===== src/rtl/cdc_pkg.sv =====
// ---------------------------------------------------------------------------
// cdc_pkg
// Shared types and codes for the coherence directory controller.
// ---------------------------------------------------------------------------
package cdc_pkg;

    localparam int LINE_W  = 48;
    localparam int PRES_W  = 16;
    localparam int TOK_W   = 5;
    localparam int SRC_W   = 4;
    localparam int SET_W   = 20;

    // request type codes
    localparam logic [1:0] REQ_READ  = 2'd0;
    localparam logic [1:0] REQ_WRITE = 2'd1;
    localparam logic [1:0] REQ_EVICT = 2'd2;
    localparam logic [1:0] REQ_NONE  = 2'd3;

    // configuration register indexes
    localparam logic [2:0] CFG_MODE        = 3'd0;
    localparam logic [2:0] CFG_NUM_CACHES  = 3'd1;
    localparam logic [2:0] CFG_OFFSET_BITS = 3'd2;
    localparam logic [2:0] CFG_SET_BITS    = 3'd3;

    typedef enum logic [1:0] {
        K_READ,
        K_WRITE,
        K_EVICT,
        K_IGNORE
    } kind_t;

    // classified word handed from front to back
    typedef struct packed {
        kind_t               kind;
        logic [SRC_W-1:0]    src;
        logic [LINE_W-1:0]   line;
        logic [TOK_W-1:0]    tok;
    } item_t;

    // one directory entry as stored in RAM
    typedef struct packed {
        logic                valid;
        logic [LINE_W-1:0]   line;
        logic [PRES_W-1:0]   pres;
        logic                dirty;
        logic [TOK_W-1:0]    tokens;
    } entry_t;

endpackage


===== src/rtl/coherence_directory_controller.sv =====
// A request or eviction is popped, the directory RAM is scanned for its line one
// entry per cycle, then the entry is updated and the result registered; an ignored
// word skips the scan. The back end takes no new word until done with the last; a
// two-word queue takes words meanwhile. Reset: config returns to defaults, then a
// clearing pass invalidates every entry; no word is taken until it ends.
// ---------------------------------------------------------------------------
// coherence_directory_controller
// Full-map / token coherence directory: config registers, front end and
// scanning back end.
// ---------------------------------------------------------------------------
module coherence_directory_controller
    import cdc_pkg::*;
#(
    parameter int DIR_ENTRIES = 64,
    parameter int MAX_CACHES  = 16
) (
    input  logic               clk,
    input  logic               rst_n,
    input  logic               cfg_valid,
    output logic               cfg_ready,
    input  logic [2:0]         cfg_index,
    input  logic [4:0]         cfg_data,
    input  logic               in_valid,
    output logic               in_stall,
    input  logic [1:0]         req_type,
    input  logic [SRC_W-1:0]   source_id,
    input  logic [LINE_W-1:0]  address,
    input  logic [SET_W-1:0]   set_id,
    input  logic [LINE_W-1:0]  tag,
    input  logic [TOK_W-1:0]   token_count,
    output logic               out_valid,
    input  logic               out_stall,
    output logic [PRES_W-1:0]  owner_mask,
    output logic [TOK_W-1:0]   token_grant,
    output logic               memory_fetch,
    output logic               table_full,
    output logic               not_found
);

    localparam logic [5:0] MAXC = (MAX_CACHES > 31) ? 6'd31 : 6'(MAX_CACHES);

    logic               mode_reg;
    logic [4:0]         ncache_reg;
    logic [3:0]         offset_reg;
    logic [4:0]         setb_reg;
    logic [4:0]         n_caches;
    logic [PRES_W-1:0]  nmask;
    logic               clearing;
    logic               q_valid;
    logic               q_pop;
    item_t              q_item;

    assign cfg_ready = 1'b1;

    // config registers
    always_ff @(posedge clk or negedge rst_n)
    begin
        if (!rst_n)
        begin
            mode_reg   <= 1'b0;
            ncache_reg <= 5'd4;
            offset_reg <= 4'd6;
            setb_reg   <= 5'd6;
        end
        else if (cfg_valid)
        begin
            case (cfg_index)
                CFG_MODE:        mode_reg   <= cfg_data[0];
                CFG_NUM_CACHES:  ncache_reg <= cfg_data;
                CFG_OFFSET_BITS: offset_reg <= cfg_data[3:0];
                CFG_SET_BITS:    setb_reg   <= cfg_data;
                default:         mode_reg   <= mode_reg;
            endcase
        end
    end

    // effective cache count and its presence mask
    always_comb
    begin
        if (ncache_reg == 5'd0)
        begin
            n_caches = 5'd1;
        end
        else if ({1'b0, ncache_reg} > MAXC)
        begin
            n_caches = MAXC[4:0];
        end
        else
        begin
            n_caches = ncache_reg;
        end
        for (int i = 0; i < PRES_W; i++)
        begin
            nmask[i] = (5'(i) < n_caches);
        end
    end

    cdc_front u_front (
        .clk         (clk),
        .rst_n       (rst_n),
        .hold        (clearing),
        .token_mode  (mode_reg),
        .n_caches    (n_caches),
        .offset_bits (offset_reg),
        .set_bits    (setb_reg),
        .in_valid    (in_valid),
        .in_stall    (in_stall),
        .req_type    (req_type),
        .source_id   (source_id),
        .address     (address),
        .set_id      (set_id),
        .tag         (tag),
        .token_count (token_count),
        .q_valid     (q_valid),
        .q_item      (q_item),
        .q_pop       (q_pop)
    );

    cdc_back #(
        .DIR_ENTRIES(DIR_ENTRIES)
    ) u_back (
        .clk          (clk),
        .rst_n        (rst_n),
        .token_mode   (mode_reg),
        .n_caches     (n_caches),
        .nmask        (nmask),
        .clearing     (clearing),
        .q_valid      (q_valid),
        .q_item       (q_item),
        .q_pop        (q_pop),
        .out_valid    (out_valid),
        .out_stall    (out_stall),
        .owner_mask   (owner_mask),
        .token_grant  (token_grant),
        .memory_fetch (memory_fetch),
        .table_full   (table_full),
        .not_found    (not_found)
    );

endmodule


===== src/rtl/cdc_ram.sv =====
// ---------------------------------------------------------------------------
// cdc_ram
// Generic simple dual-port RAM, one write port, registered read.
// ---------------------------------------------------------------------------
module cdc_ram #(
    parameter int WIDTH = 8,
    parameter int DEPTH = 64
) (
    input  logic                     clk,
    input  logic                     we,
    input  logic [$clog2(DEPTH)-1:0] waddr,
    input  logic [WIDTH-1:0]         wdata,
    input  logic [$clog2(DEPTH)-1:0] raddr,
    output logic [WIDTH-1:0]         rdata
);

    logic [WIDTH-1:0] mem [DEPTH];

    // write port and registered read
    always_ff @(posedge clk)
    begin
        if (we)
        begin
            mem[waddr] <= wdata;
        end
        rdata <= mem[raddr];
    end

endmodule


===== src/rtl/cdc_front.sv =====
// ---------------------------------------------------------------------------
// cdc_front
// Accepts request words, forms the line id, classifies them and queues
// them for the back end in a two-word queue.
// ---------------------------------------------------------------------------
module cdc_front
    import cdc_pkg::*;
(
    input  logic               clk,
    input  logic               rst_n,
    input  logic               hold,
    input  logic               token_mode,
    input  logic [4:0]         n_caches,
    input  logic [3:0]         offset_bits,
    input  logic [4:0]         set_bits,
    input  logic               in_valid,
    output logic               in_stall,
    input  logic [1:0]         req_type,
    input  logic [SRC_W-1:0]   source_id,
    input  logic [LINE_W-1:0]  address,
    input  logic [SET_W-1:0]   set_id,
    input  logic [LINE_W-1:0]  tag,
    input  logic [TOK_W-1:0]   token_count,
    output logic               q_valid,
    output item_t              q_item,
    input  logic               q_pop
);

    item_t       slot_reg [2];
    item_t       cls;
    logic        wr_ptr_reg, wr_ptr_next;
    logic        rd_ptr_reg, rd_ptr_next;
    logic [1:0]  cnt_reg, cnt_next;
    logic        push;

    // classify the incoming word
    always_comb
    begin
        cls.src = source_id;
        cls.tok = token_count;
        if (req_type == REQ_EVICT)
        begin
            cls.line = LINE_W'({{(LINE_W-SET_W){1'b0}}, set_id} | (tag << set_bits));
        end
        else
        begin
            cls.line = LINE_W'(address >> offset_bits);
        end
        case (req_type)
            REQ_READ:  cls.kind = K_READ;
            REQ_WRITE: cls.kind = K_WRITE;
            REQ_EVICT: cls.kind = K_EVICT;
            default:   cls.kind = K_IGNORE;
        endcase
        if (!token_mode && ({1'b0, source_id} >= n_caches))
        begin
            cls.kind = K_IGNORE;
        end
    end

    assign in_stall = hold || (cnt_reg == 2'd2);
    assign push     = in_valid && !in_stall;
    assign q_valid  = (cnt_reg != 2'd0);
    assign q_item   = slot_reg[rd_ptr_reg];

    // queue pointers
    always_comb
    begin
        wr_ptr_next = push ? !wr_ptr_reg : wr_ptr_reg;
        rd_ptr_next = q_pop ? !rd_ptr_reg : rd_ptr_reg;
        cnt_next    = 2'(cnt_reg + {1'b0, push} - {1'b0, q_pop});
    end

    always_ff @(posedge clk or negedge rst_n)
    begin
        if (!rst_n)
        begin
            wr_ptr_reg <= 1'b0;
            rd_ptr_reg <= 1'b0;
            cnt_reg    <= 2'd0;
        end
        else
        begin
            wr_ptr_reg <= wr_ptr_next;
            rd_ptr_reg <= rd_ptr_next;
            cnt_reg    <= cnt_next;
        end
    end

    // queue storage
    always_ff @(posedge clk)
    begin
        if (push)
        begin
            slot_reg[wr_ptr_reg] <= cls;
        end
    end

endmodule


===== src/rtl/cdc_back.sv =====
// ---------------------------------------------------------------------------
// cdc_back
// Scans the directory RAM for the line, updates at most one entry and
// registers the result word. Clears the RAM after reset.
// ---------------------------------------------------------------------------
module cdc_back
    import cdc_pkg::*;
#(
    parameter int DIR_ENTRIES = 64
) (
    input  logic               clk,
    input  logic               rst_n,
    input  logic               token_mode,
    input  logic [4:0]         n_caches,
    input  logic [PRES_W-1:0]  nmask,
    output logic               clearing,
    input  logic               q_valid,
    input  item_t              q_item,
    output logic               q_pop,
    output logic               out_valid,
    input  logic               out_stall,
    output logic [PRES_W-1:0]  owner_mask,
    output logic [TOK_W-1:0]   token_grant,
    output logic               memory_fetch,
    output logic               table_full,
    output logic               not_found
);

    localparam int AW = $clog2(DIR_ENTRIES);
    localparam logic [AW-1:0] LAST = AW'(DIR_ENTRIES - 1);

    typedef enum logic [2:0] {
        S_CLEAR,
        S_IDLE,
        S_SCAN,
        S_DRAIN,
        S_APPLY
    } state_t;

    state_t             state_reg, state_next;
    logic [AW-1:0]      idx_reg, idx_next;
    logic               chk_vld_reg, chk_vld_next;
    logic [AW-1:0]      chk_idx_reg, chk_idx_next;
    logic               hit_reg, hit_next;
    logic [AW-1:0]      hit_idx_reg, hit_idx_next;
    entry_t             hit_word_reg, hit_word_next;
    logic               free_reg, free_next;
    logic [AW-1:0]      free_idx_reg, free_idx_next;
    item_t              item_reg, item_next;
    logic               out_valid_reg, out_valid_next;
    logic [PRES_W-1:0]  owner_reg, owner_next;
    logic [TOK_W-1:0]   grant_reg, grant_next;
    logic               mem_reg, mem_next;
    logic               full_reg, full_next;
    logic               nf_reg, nf_next;

    logic               we;
    logic [AW-1:0]      waddr;
    entry_t             wdata;
    logic [AW-1:0]      raddr;
    entry_t             rdata;

    // entry update terms
    entry_t             base, upd;
    logic [PRES_W-1:0]  sbit, pres;
    logic [TOK_W:0]     tsum;
    logic               do_write;
    logic [PRES_W-1:0]  r_owner;
    logic [TOK_W-1:0]   r_grant;
    logic               r_mem, r_full, r_nf;
    logic               out_free;

    cdc_ram #(
        .WIDTH($bits(entry_t)),
        .DEPTH(DIR_ENTRIES)
    ) u_ram (
        .clk   (clk),
        .we    (we),
        .waddr (waddr),
        .wdata (wdata),
        .raddr (raddr),
        .rdata (rdata)
    );

    assign out_free = !out_valid_reg || !out_stall;

    // result and new entry for the item in hand
    always_comb
    begin
        sbit     = PRES_W'(1) << item_reg.src;
        base     = hit_word_reg;
        if (!hit_reg)
        begin
            base.valid  = 1'b1;
            base.line   = item_reg.line;
            base.pres   = '0;
            base.dirty  = 1'b0;
            base.tokens = n_caches;
        end
        pres     = base.pres & nmask;
        upd      = base;
        tsum     = {1'b0, base.tokens} + {1'b0, item_reg.tok};
        do_write = 1'b0;
        r_owner  = '0;
        r_grant  = '0;
        r_mem    = 1'b0;
        r_full   = 1'b0;
        r_nf     = 1'b0;
        case (item_reg.kind)
            K_EVICT:
            begin
                if (!hit_reg)
                begin
                    r_nf = 1'b1;
                end
                else if (token_mode)
                begin
                    do_write = 1'b1;
                    if (tsum >= {1'b0, n_caches})
                    begin
                        upd.tokens = n_caches;
                        upd.valid  = 1'b0;
                    end
                    else
                    begin
                        upd.tokens = tsum[TOK_W-1:0];
                    end
                end
                else
                begin
                    do_write  = 1'b1;
                    upd.pres  = base.pres & ~sbit;
                    if (base.dirty || ((upd.pres & nmask) == '0))
                    begin
                        upd.valid = 1'b0;
                    end
                end
            end
            K_READ, K_WRITE:
            begin
                if (!hit_reg && !free_reg)
                begin
                    r_full = 1'b1;
                end
                else
                begin
                    do_write = 1'b1;
                    r_mem    = !hit_reg;
                    if (token_mode)
                    begin
                        if (item_reg.kind == K_READ)
                        begin
                            if (base.tokens != '0)
                            begin
                                upd.tokens = base.tokens - TOK_W'(1);
                                r_grant    = TOK_W'(1);
                            end
                        end
                        else
                        begin
                            r_grant    = base.tokens;
                            upd.tokens = '0;
                        end
                    end
                    else if (item_reg.kind == K_READ)
                    begin
                        r_owner   = pres;
                        upd.dirty = 1'b0;
                        upd.pres  = pres | sbit;
                    end
                    else
                    begin
                        r_owner   = base.dirty ? pres : (pres & ~sbit);
                        upd.dirty = 1'b1;
                        upd.pres  = sbit;
                    end
                end
            end
            default:
            begin
                do_write = 1'b0;
            end
        endcase
    end

    // control sequencer
    always_comb
    begin
        state_next     = state_reg;
        idx_next       = idx_reg;
        chk_vld_next   = 1'b0;
        chk_idx_next   = chk_idx_reg;
        hit_next       = hit_reg;
        hit_idx_next   = hit_idx_reg;
        hit_word_next  = hit_word_reg;
        free_next      = free_reg;
        free_idx_next  = free_idx_reg;
        item_next      = item_reg;
        out_valid_next = out_valid_reg && out_stall;
        owner_next     = owner_reg;
        grant_next     = grant_reg;
        mem_next       = mem_reg;
        full_next      = full_reg;
        nf_next        = nf_reg;
        q_pop          = 1'b0;
        we             = 1'b0;
        waddr          = idx_reg;
        wdata          = '0;
        raddr          = idx_reg;

        // compare the word read last cycle
        if (chk_vld_reg)
        begin
            if (!hit_reg && rdata.valid && (rdata.line == item_reg.line))
            begin
                hit_next      = 1'b1;
                hit_idx_next  = chk_idx_reg;
                hit_word_next = rdata;
            end
            if (!free_reg && !rdata.valid)
            begin
                free_next     = 1'b1;
                free_idx_next = chk_idx_reg;
            end
        end

        case (state_reg)
            S_CLEAR:
            begin
                we = 1'b1;
                if (idx_reg == LAST)
                begin
                    idx_next   = '0;
                    state_next = S_IDLE;
                end
                else
                begin
                    idx_next = idx_reg + AW'(1);
                end
            end
            S_IDLE:
            begin
                if (q_valid)
                begin
                    q_pop     = 1'b1;
                    item_next = q_item;
                    hit_next  = 1'b0;
                    free_next = 1'b0;
                    idx_next  = '0;
                    state_next = (q_item.kind == K_IGNORE) ? S_APPLY : S_SCAN;
                end
            end
            S_SCAN:
            begin
                chk_vld_next = 1'b1;
                chk_idx_next = idx_reg;
                if (idx_reg == LAST)
                begin
                    state_next = S_DRAIN;
                end
                else
                begin
                    idx_next = idx_reg + AW'(1);
                end
            end
            S_DRAIN:
            begin
                state_next = S_APPLY;
            end
            S_APPLY:
            begin
                if (out_free)
                begin
                    we             = do_write;
                    waddr          = hit_reg ? hit_idx_reg : free_idx_reg;
                    wdata          = upd;
                    out_valid_next = 1'b1;
                    owner_next     = r_owner;
                    grant_next     = r_grant;
                    mem_next       = r_mem;
                    full_next      = r_full;
                    nf_next        = r_nf;
                    state_next     = S_IDLE;
                end
            end
            default:
            begin
                state_next = S_IDLE;
            end
        endcase
    end

    always_ff @(posedge clk or negedge rst_n)
    begin
        if (!rst_n)
        begin
            state_reg     <= S_CLEAR;
            idx_reg       <= '0;
            chk_vld_reg   <= 1'b0;
            hit_reg       <= 1'b0;
            free_reg      <= 1'b0;
            out_valid_reg <= 1'b0;
        end
        else
        begin
            state_reg     <= state_next;
            idx_reg       <= idx_next;
            chk_vld_reg   <= chk_vld_next;
            hit_reg       <= hit_next;
            free_reg      <= free_next;
            out_valid_reg <= out_valid_next;
        end
    end

    // payload registers
    always_ff @(posedge clk)
    begin
        chk_idx_reg  <= chk_idx_next;
        hit_idx_reg  <= hit_idx_next;
        hit_word_reg <= hit_word_next;
        free_idx_reg <= free_idx_next;
        item_reg     <= item_next;
        owner_reg    <= owner_next;
        grant_reg    <= grant_next;
        mem_reg      <= mem_next;
        full_reg     <= full_next;
        nf_reg       <= nf_next;
    end

    assign clearing     = (state_reg == S_CLEAR);
    assign out_valid    = out_valid_reg;
    assign owner_mask   = owner_reg;
    assign token_grant  = grant_reg;
    assign memory_fetch = mem_reg;
    assign table_full   = full_reg;
    assign not_found    = nf_reg;

endmodule

===== config.mk =====
export PLATFORM = sky130hd
export DESIGN_NAME = coherence_directory_controller
export DESIGN_NICKNAME = d
export VERILOG_FILES = /design/src/rtl/cdc_pkg.sv /design/src/rtl/coherence_directory_controller.sv /design/src/rtl/cdc_ram.sv /design/src/rtl/cdc_front.sv /design/src/rtl/cdc_back.sv
export SDC_FILE = /design/constraint.sdc
export NUM_CORES = 2
export LEC_CHECK = 0
export BUFFER_PORTS_ARGS = -buffer_cell sky130_fd_sc_hd__buf_2
export CAP_MARGIN = 20
export CELL_PAD_IN_SITES_DETAIL_PLACEMENT = 0
export CELL_PAD_IN_SITES_GLOBAL_PLACEMENT = 1
export CORE_ASPECT_RATIO = 0.7
export CORE_MARGIN = 2
export CORE_UTILIZATION = 42
export CTS_BUF_LIST = sky130_fd_sc_hd__clkbuf_2 sky130_fd_sc_hd__clkbuf_4 sky130_fd_sc_hd__clkbuf_8
export CTS_CLUSTER_DIAMETER = 100
export DETAILED_ROUTE_END_ITERATION = 8
export GPL_TIMING_DRIVEN = 0
export PLACE_DENSITY_LB_ADDON = 0.1
export SETUP_SLACK_MARGIN = 0.02
export SYNTH_ARGS = -nofsm -noshare
export SYNTH_HDL_FRONTEND = slang
export SYNTH_MEMORY_MAX_BITS = 65536
export SYNTH_SLANG_ARGS = --single-unit

===== constraint.sdc =====
create_clock -name clk -period 11.3 [get_ports clk]
set_clock_uncertainty 0.1 [all_clocks]
set_input_delay 1.695 -clock clk [delete_from_list [all_inputs] [get_ports clk]]
set_output_delay 1.695 -clock clk [all_outputs]
set_load 0.1 [all_outputs]

==> impl_metrics.toml <==
[status]
status = "finished clean"

[logic_synthesis]
synth-seq-cells = 4937
synth_edf_count = 4834
synthesis.nets = 9002
syn_area_um2 = 192000
yosys_warnings = 0
ys_seq_area_share_pct = 76.8
yosysUniqueCellTypes = 83
async_reset_ff_share_pct = 0.648
dominantRegCellSynth = "edfxtp_1"
yosys.area.top_type = "edfxtp_1"
synthCells = 8843
yosysTopAreaCellShare_pct = 75.7
synth_area_per_cell_um2 = 21.7
synth_area_leaders = "edfxtp_1 (76%), mux4_2 (14%), a22oi_1 (1.2%)"

[timing]
fin_crit_sh_pct = 52.7
hold_violations = 0
setup_ws_ns = 5.34
fmax_mhz = 168
layout_min_cycle_time_ns = 5.96
setup_viol = 0
report.final.slew_viol_count = 0
rsz0062_at_grt = "no"
setup-tns-final_ns = 0
tightest_slew_ns = 1.23
slew_headroom_pct = 17.7

[pwr]
cellPowerDensity_nw_per_um2 = 237
ir_drop_mv = 0.152
combPwrFrac_pct = 31.1
power_frac_seq_pct = 41.6
power_leakage_nw = 72.5
p_clk_share_pct = 27.2
switching_power_mw = 18.0
p_int_mw = 35.0
switching_share_pct = 33.9
power_mw = 52.9

[detailed_routing]
route.detailed.drc = 0
ant_nets = 0
wl_per_cell_um = 34.8
dr_total_vias = 101000
detail_route.wirelength_um = 584000
vias_per_cell = 6.01
drt_iter0_drc = 13700
firstDrtPassIters = 7

[die]
start_util_pct = 42.2
die_area_um2 = 462000
core_area_um2 = 455000
die_w_um = 812
io_pins = 167
placementRows = 207
die_h_um = 569

[cells_and_area]
final_cell_mix = "edfxtp_1 (4834), mux4_2 (1197), clkbuf_8 (783)"
post-route-util_pct = 49.1
largest_reg_flops = 4544
num-fill-cells = 36900
multi_input_area_um2 = 42900
final_common_cell = "edfxtp_1"
seq_area_um2 = 147000
drive_gt1_share_pct = 31.7
synthToLayoutAreaGrowth_pct = 16.4
finalNetCount = 10300

[critical_path]
critical_path.startpoint_type = "flop"
cp_slowest_cell = "nor2_4"
cp_top_family = "buffers and inverters"
worst-path-buf-inv = 6
cp-end-kind = "flop"
crit_chain = "buf_2 -> buf_2 -> buf_2 -> buf_1 -> a21o_1 -> nand3_1 -> nor2_4 -> buf_12 -> buf_12"
cp_max_fo = 23
slowest_delay_ns = 1.13
cp.required_ns = 12.12
critPathKind = "reg -> reg"
cpMostUsedCell = "buf_2"
cp.arrival_ns = 6.78

[job]
drv_cap = 0

[place]
gp_congestion = 0.864
place_hpwl_um = 419000
place_ws_ns = 5.38
numPortBuffers = 165

[clocking]
postCtsSetupRepairBufs = 0
clock_path_buffers = 4
cts_hold_buf = 0
cts_tree = "done"
clock-sinks = 4937
cts_made_buffers = 736
cts_root_buffer = "clkbuf_8"
clk_latency_ns = 1.29
ctsResizeCount = 0
h-tree-depth = 6
clk_pin_slew_worst_paths_ns = 0.07

[global_route]
antenna_found_initial = 33
gr-total-overflow = 0
grt_start_max_net_pins = 63
grt_usage_pct = 24.9
first_global_vias = 101000
grt_pass1_wl_um = 806000

[hold_path]
hold_path.class = "reg -> reg"
power by group through the flow:
stage	Combinational, mW	Clock (mW)	Sequential, mW
3_3_place_gp	15.7	0	22.7
6_report	16.5	14.4	22.0
3_5_place_dp	16.6	0	22.4
2_1_floorplan	9.16	0	22.5
5_1_grt	17.3	15.5	22.1
4_1_cts	16.6	14.7	22.0
per-layer routing:
| layer | global-route usage (%) | routed length (µm) | share of wire, % |
|---|---|---|---|
| met2 | 34.5 | 244000 | 42 |
| met4 | 5.56 | 12300 | 2.1 |
| met3 | 5.32 | 51400 | 8.8 |
| met5 | 0 | 21 | 0.0036 |
| met1 | 40.4 | 276000 | 47 |
synthesized netlist by cell type (16+ instances only):
cell type,number
nand3_1,33
xor2_1,31
xnor2_1,29
a221oi_1,162
a22o_1,143
nor2b_1,16
buf_2,141
buf_4,35
inv_1,32
dfxtp_1,71
o22ai_1,26
clkbuf_1,273
nor3_1,23
buf_1,69
o211ai_1,18
o21ai_0,72
a211oi_1,41
nor2_1,292
dfrtp_1,27
edfxtp_1,4834
mux4_2,1197
a21oi_1,216
nand2_1,175
mux2_2,113
buf_6,26
a22oi_1,295
mux2i_1,151
ha_1,18
o221ai_1,83
nand2b_1,16
kinds of logic (layout without fill, tap and decap cells):
family,after synthesis,after routing,synth area share [%]
AOI/OAI and AO/OA,1157,1157,4.43
xor gates and xnor gates,60,60,0.274
adders and majority gates,19,19,0.128
buffers and inverters,580,2458,1.40
DFF,4937,4937,76.8
muxes,1461,1461,15.5
other,1,15,0.00196
and+or+nand+nor,628,628,1.42
final timing paths:
kind                                                startpoint                                  to  slack, ns  depth (start not counted)
min in group asynchronous                                rst_n             setb_reg[4]$_DFFE_PN0P_       0.47                          1
worst max register to register   u_back.idx_reg[1]$_DFFE_PN0P_  u_back.u_ram.mem[35][40]$_DFFE_PP_       5.34                          9
max in group asynchronous                                rst_n       u_back.idx_reg[0]$_DFFE_PN0P_       9.90                          1
worst max-delay path             u_back.idx_reg[1]$_DFFE_PN0P_  u_back.u_ram.mem[35][40]$_DFFE_PP_       5.34                          9
worst min register to register  u_back.u_ram.rdata[16]$_DFF_P_   u_back.hit_word_reg[16]$_DFFE_PP_       0.30                          0
worst min-delay path            u_back.u_ram.rdata[16]$_DFF_P_   u_back.hit_word_reg[16]$_DFFE_PP_       0.30                          0
layout make-up:
cell class                      count  share of cell area [%]
Clock inverter                    278                   0.690
Antenna cell                       14                  0.0157
Tap cell                         6061                    3.40
Inverter                           36                  0.0616
Clock buffer                     1046                    5.71
Sequential cell                  4937                    66.0
Buffer                            544                    1.15
Timing Repair Buffer              554                    3.74
Multi-Input combinational cell   3326                    19.2
stage by stage:
step | hold WS, ns | area, µm² | cells
detailed placement | 0.290 | 209000 | 15400
global route | 0.303 | 223000 | 16800
floorplan | 0.286 | 192000 | 8843
finish | 0.297 | 223000 | 16800
CTS | 0.300 | 223000 | 16800
global placement | 0.295 | 200000 | 15100
Power figures use the tool's default switching activity.
